==> src/design/weighted_count_selector_defines.svh <==
// ----------------------------------------------------------------------------
// Weighted count selector assertion macros
// Concurrent check wrappers, compiled away for synthesis.
// ----------------------------------------------------------------------------
`ifndef WEIGHTED_COUNT_SELECTOR_DEFINES_SVH
`define WEIGHTED_COUNT_SELECTOR_DEFINES_SVH

`ifndef SYNTHESIS
// Same-cycle implication
`define WCS_ASSERT_IMPL(label, ante, cons) \
    label: assert property (@(posedge i_clk) disable iff (!i_rst_n) (ante) |-> (cons)) \
        else $error("weighted_count_selector: same-cycle check failed");
// Next-cycle implication
`define WCS_ASSERT_NEXT(label, ante, cons) \
    label: assert property (@(posedge i_clk) disable iff (!i_rst_n) (ante) |=> (cons)) \
        else $error("weighted_count_selector: next-cycle check failed");
`else
`define WCS_ASSERT_IMPL(label, ante, cons)
`define WCS_ASSERT_NEXT(label, ante, cons)
`endif

`endif

==> src/design/wcs_pkg.sv <==
`timescale 1ns / 1ps
// ----------------------------------------------------------------------------
// Weighted count selector package
// Sizes and the beat that travels down the row of count cells.
// ----------------------------------------------------------------------------
package wcs_pkg;

    localparam int MAX_GROUPS = 64;
    localparam int COUNT_BITS = 16;

    // Field widths of the ports
    localparam int IDX_W   = 6;
    localparam int CNTIN_W = 16;
    localparam int DRAW_W  = 22;
    localparam int TOTO_W  = 22;
    localparam int RATE_W  = 32;
    localparam int PROP_W  = 54;
    localparam int GRPO_W  = 6;
    localparam int OFFO_W  = 16;

    localparam int POS_W   = $clog2(MAX_GROUPS);
    localparam int TOT_W   = COUNT_BITS + POS_W;
    localparam int CMP_W   = (POS_W > IDX_W) ? POS_W : IDX_W;
    localparam int RC_W    = (COUNT_BITS > DRAW_W) ? COUNT_BITS : DRAW_W;
    localparam int CNTX_W  = (COUNT_BITS > CNTIN_W) ? COUNT_BITS : CNTIN_W;
    localparam int TOTX_W  = (TOT_W > DRAW_W) ? TOT_W : DRAW_W;
    localparam int GRPX_W  = (POS_W > GRPO_W) ? POS_W : GRPO_W;
    localparam int OFFX_W  = (COUNT_BITS > OFFO_W) ? COUNT_BITS : OFFO_W;

    typedef enum logic {
        ACT_SET    = 1'b0,
        ACT_SELECT = 1'b1
    } t_action;

    // One beat walking the cell row
    typedef struct packed {
        logic                  valid;
        t_action               act;
        logic [IDX_W-1:0]      idx;
        logic [COUNT_BITS-1:0] cnt;
        logic [DRAW_W-1:0]     rem;
        logic                  live;   // select still searching
        logic                  found;
        logic                  hit;    // set found its target cell
        logic [POS_W-1:0]      pos;
        logic [POS_W-1:0]      grp;
        logic [COUNT_BITS-1:0] off;
        logic [COUNT_BITS-1:0] old;
    } t_token;

endpackage

==> src/design/wcs_cell.sv <==
`timescale 1ns / 1ps
// ----------------------------------------------------------------------------
// Weighted count selector cell
// Holds one group count; updates or searches against it, passes the beat on.
// ----------------------------------------------------------------------------
module wcs_cell (
    input  logic            i_clk,
    input  logic            i_rst_n,
    input  wcs_pkg::t_token i_tok,
    output wcs_pkg::t_token o_tok
);
    import wcs_pkg::*;

    logic [COUNT_BITS-1:0] r_count;
    logic [COUNT_BITS-1:0] n_count;
    t_token                r_tok;
    t_token                n_tok;
    logic [RC_W-1:0]       w_rem_x;
    logic [RC_W-1:0]       w_cnt_x;
    logic [RC_W-1:0]       w_diff;

    assign w_rem_x = RC_W'(i_tok.rem);
    assign w_cnt_x = RC_W'(r_count);
    assign w_diff  = w_rem_x - w_cnt_x;

    always_comb begin
        n_tok   = i_tok;
        n_count = r_count;
        if (i_tok.valid) begin
            n_tok.pos = i_tok.pos + 1'b1;
            case (i_tok.act)
                ACT_SET: begin
                    if (CMP_W'(i_tok.pos) == CMP_W'(i_tok.idx)) begin
                        n_tok.hit = 1'b1;
                        n_tok.old = r_count;
                        n_count   = i_tok.cnt;
                    end
                end
                ACT_SELECT: begin
                    if (i_tok.live) begin
                        if (w_rem_x < w_cnt_x) begin
                            n_tok.live  = 1'b0;
                            n_tok.found = 1'b1;
                            n_tok.grp   = i_tok.pos;
                            n_tok.off   = w_rem_x[COUNT_BITS-1:0];
                        end else begin
                            n_tok.rem = w_diff[DRAW_W-1:0];
                        end
                    end
                end
                default: begin
                    n_tok = i_tok;
                end
            endcase
        end
    end

    always_ff @(posedge i_clk) begin
        if (!i_rst_n) begin
            r_count <= '0;
            r_tok   <= '0;
        end else begin
            r_count <= n_count;
            r_tok   <= n_tok;
        end
    end

    assign o_tok = r_tok;

endmodule

==> config.mk <==
export PLATFORM = sky130hd
export DESIGN_NAME = wcs_cell
export DESIGN_NICKNAME = d
export VERILOG_FILES = /design/src/design/weighted_count_selector_defines.svh /design/src/design/wcs_pkg.sv /design/src/design/wcs_cell.sv
export SDC_FILE = /design/constraint.sdc
export NUM_CORES = 1
export LEC_CHECK = 0
export ABC_AREA = 1
export BUFFER_PORTS_ARGS = -buffer_cell sky130_fd_sc_hd__buf_2
export CELL_PAD_IN_SITES_DETAIL_PLACEMENT = 0
export CELL_PAD_IN_SITES_GLOBAL_PLACEMENT = 1
export CORE_UTILIZATION = 31
export DETAILED_ROUTE_END_ITERATION = 6
export GPL_TIMING_DRIVEN = 0
export MAX_ROUTING_LAYER = met4
export PLACE_DENSITY = 0.84
export SYNTH_ARGS = -nofsm -noshare
export SYNTH_HDL_FRONTEND = slang
export SYNTH_SLANG_ARGS = --single-unit
==> constraint.sdc <==
create_clock -name i_clk -period 1.75 [get_ports i_clk]
set_input_delay 0 -clock i_clk [delete_from_list [all_inputs] [get_ports i_clk]]
set_output_delay 0 -clock i_clk [all_outputs]
set_load 0.02 [all_outputs]
==> impl_metrics.ini <==
[critical_path]
r2r_cells = 16
path_buf_inv = 4
cp-startpoint = r_count[0]$_SDFFE_PN0P_
crit_path_cell_trace = ha_4 -> inv_4 -> fa_2 -> nand2_2 -> nand2_2 -> nand3_4 -> nand2_4 -> nand2_4 -> nand2_4 -> nand2_4 -> nand4_4 -> buf_12 -> buf_8 -> buf_12 -> nor2_1 -> nor2_1
critical_path_class = reg -> reg
critPathSlowestCell = fa_2
r2r-start = r_count[0]$_SDFFE_PN0P_
endpoint = o_tok[19]$_SDFF_PN0_
ff2ff_setup_slack_ns = -0.44
slowest_delay_ns = 0.38
endpoint_kind = flop
crit_fanout = 10
r2r_end = o_tok[19]$_SDFF_PN0_
start_kind = flop
cp.arrival_ns = 2.44
crit_top_cell = nand2_4
critical_path.top_delay_family = simple AND/OR/NAND/NOR gates
cp.required_ns = 2.00
cp_num_cells = 16

[clocking]
cts_inserted_buffers = 9
clock_latency_ns = 0.36
cts_buffer_depth = 2
tritoncts = yes
h-tree-depth = 3
root_buffer = clkbuf_16
numClockSinks = 109
clkSlewWorstSetupHoldPaths_ns = 0.07

[finish]
fin_area_sq_mm = 0.008708
regArea_sq_mm = 0.002186
fin_nets = 1250
area_growth_pct = 59.82
final_common_cell = nand2_1
diodes = 0
multi_input_area_sq_mm = 0.002863
fin_cells = 1365
fillers = 1676
layout_common_cells = nand2_1 (228), buf_2 (188), inv_1 (140)
utilization_pct = 50.52
layout-drive-gt1-share_pct = 30.70

[synth]
synthArstFlopShare_pct = 0
syn_area_per_cell_sq_um = 6.645
synth_fp_nets = 933
synthFlopType = dfxtp_1
yosysUniqueCellTypes = 38
seq_area_frac_synth_pct = 40.05
ys_ff_latch = 109
yosys_warnings = 0
synth-edff-count = 0
netlist_area_sq_mm = 0.005449
syn_inst = 820

[timing]
setup_viol = 46
finalHoldViolCount = 0
min_period_over_period_pct = 124.9
fin_ws_ns = -0.4364
whs_ns = 0.02461
slew_viol_final = 0
finClkSkew_ns = 0.005250
max_freq_mhz = 457.4
post-route-min-period_ns = 2.186
maxSlewHeadroom_pct = 57.47
rsz0062_at_grt = yes
tightestPinTransition_ns = 0.6380

[pwr]
sw_frac_of_total_pct = 27.31
power_leakage_nw = 4.657
powerDensity_mw_per_mm2 = 710.7
p_comb_share_pct = 20.9
power.internal_mw = 4.499
max-vdd-ir-drop_mv = 0.5835
power_mw = 6.189
pwr-share-clk_pct = 36.5
seq_power_share_pct = 42.5
p_switching_mw = 1.690

[routing]
drt-pass1-iter-count = 4
drt-initial-drc-count = 227
ant_nets = 0
drc = 0
wire_per_inst_um = 13.47
viasPerCell = 4.233
vias = 5778
drt_wl_total_um = 18390

[global_route]
grt_max_degree = 17
grtUsageTotal_pct = 21.31
grt_pass1_wl_um = 28520
grt_overflow = 0
first_global_vias = 5665
antenna_found_initial = 0

[floorplanning]
core_sq_mm = 0.01724
fp-row-count = 48
start_util_pct = 31.61
num_io_pins = 188
fp.dieH_um = 134.6
dieArea_sq_mm = 0.01811
die_w_um = 134.6

[place]
io_buffers = 185
hpwlAfterDp_um = 12810
place_congestion = 0.8640
dpl-instance-area_sq_mm = 0.006676
place_inst = 1230

[status]
violations = setup timing
outcome = finished, violations left

[job]
max-cap-violations = 0

[hold_path]
hold_depth = 5
hold_class = in -> reg
[through the flow]
| stage | TNS [ns] | setup WS (ns) |
|---|---|---|
| 6_report | -16.71 | -0.4364 |
| 2_1_floorplan | -2.331 | -0.1238 |
| 4_1_cts | -13.24 | -0.3604 |
| 3_3_place_gp | -15.99 | -0.4942 |
| 3_5_place_dp | -16.18 | -0.4980 |
| 5_1_grt | -21.21 | -0.5350 |
[how the worst min path moves through the flow]
stage / slack, ns / to / startpoint
floorplan: 0.09 / o_tok[69]$_SDFF_PN0_ / i_tok[69]
CTS: -0.07 / o_tok[19]$_SDFF_PN0_ / i_tok[50]
detailed placement: 0.20 / o_tok[84]$_SDFF_PN0_ / i_tok[84]
finish: 0.02 / o_tok[62]$_SDFF_PN0_ / i_tok[62]
global route: 0.03 / o_tok[60]$_SDFF_PN0_ / i_tok[60]
global placement: 0.19 / o_tok[84]$_SDFF_PN0_ / i_tok[84]
[cell type report]
cell class	count	share of cell area (%)
multi-input cells	534	32.87
repair buffers	306	25.69
flip-flops and latches	109	25.10
inverters	150	6.595
well taps	225	3.233
clock buffers	11	2.902
plain buffers	27	2.816
clock inverters	3	0.7902
[tightest hold or removal path: cells and delay by family]
| kind | cells | cell delay, ns |
|---|---|---|
| buffers and inverters | 2 | 0.19 |
| AND/OR/NAND/NOR | 2 | 0.11 |
| AO/OA/AOI/OAI | 1 | 0.04 |
[cell usage after synthesis (3+ instances only)]
| library cell | number | area (sq um) |
|---|---|---|
| buf_1 | 4 | 15.01 |
| nor2_2 | 7 | 43.79 |
| xnor2_1 | 3 | 26.28 |
| ha_1 | 17 | 212.7 |
| nand3_1 | 18 | 90.09 |
| buf_4 | 8 | 60.06 |
| inv_2 | 4 | 15.01 |
| o21ai_0 | 7 | 35.03 |
| nand3b_1 | 3 | 22.52 |
| clkbuf_1 | 4 | 15.01 |
| nand2_1 | 245 | 919.6 |
| nand2_2 | 14 | 87.58 |
| nand4_1 | 6 | 37.54 |
| buf_6 | 8 | 90.09 |
| a21oi_2 | 6 | 52.55 |
| buf_2 | 3 | 15.01 |
| inv_1 | 143 | 536.8 |
| dfxtp_1 | 109 | 2182 |
| nor2_1 | 155 | 581.8 |
| nor3_1 | 10 | 50.05 |
| a21oi_1 | 16 | 80.08 |
| xor2_1 | 11 | 96.34 |
[what timing repair did]
action,CTS,global route
pin swaps,10,14
hold endpoints to repair,104,3
gates cloned,6,1
setup buffers,17,3
gates resized for setup,78,28
setup endpoints to repair,46,47
hold buffers,92,3
[power groups by stage]
| stage | Clock (mW) | Combinational (mW) | Sequential (mW) |
|---|---|---|---|
| after floorplan | 0 | 0.446 | 2.85 |
| after global placement | 0 | 0.990 | 2.69 |
| after detailed placement | 0 | 0.997 | 2.69 |
| after CTS | 2.33 | 1.26 | 2.63 |
| after global routing | 2.43 | 1.42 | 2.64 |
| final | 2.26 | 1.30 | 2.63 |
[per-layer routing]
layer  GRT usage (%)  routed length (um)
met4           3.933                 121
met1           25.83                8467
met2           35.72                8615
met5               -                   0
met3           5.668                1187
[flip-flops by register name, summed over array words and instances (netlist names)]
signal,count
r_count,16
o_tok,93
[kinds of logic (layout without fill, tap and decap cells)]
| family | count (synthesis) | after routing | share of synthesized area [%] |
|---|---|---|---|
| DFF | 109 | 109 | 40.05 |
| buffers and inverters | 177 | 497 | 13.98 |
| adders and majority gates | 18 | 18 | 4.271 |
| AOI/OAI and AO/OA | 32 | 32 | 3.444 |
| xor gates and xnor gates | 14 | 14 | 2.250 |
| and+or+nand+nor | 470 | 470 | 36.00 |
Power figures use the tool's default switching activity.
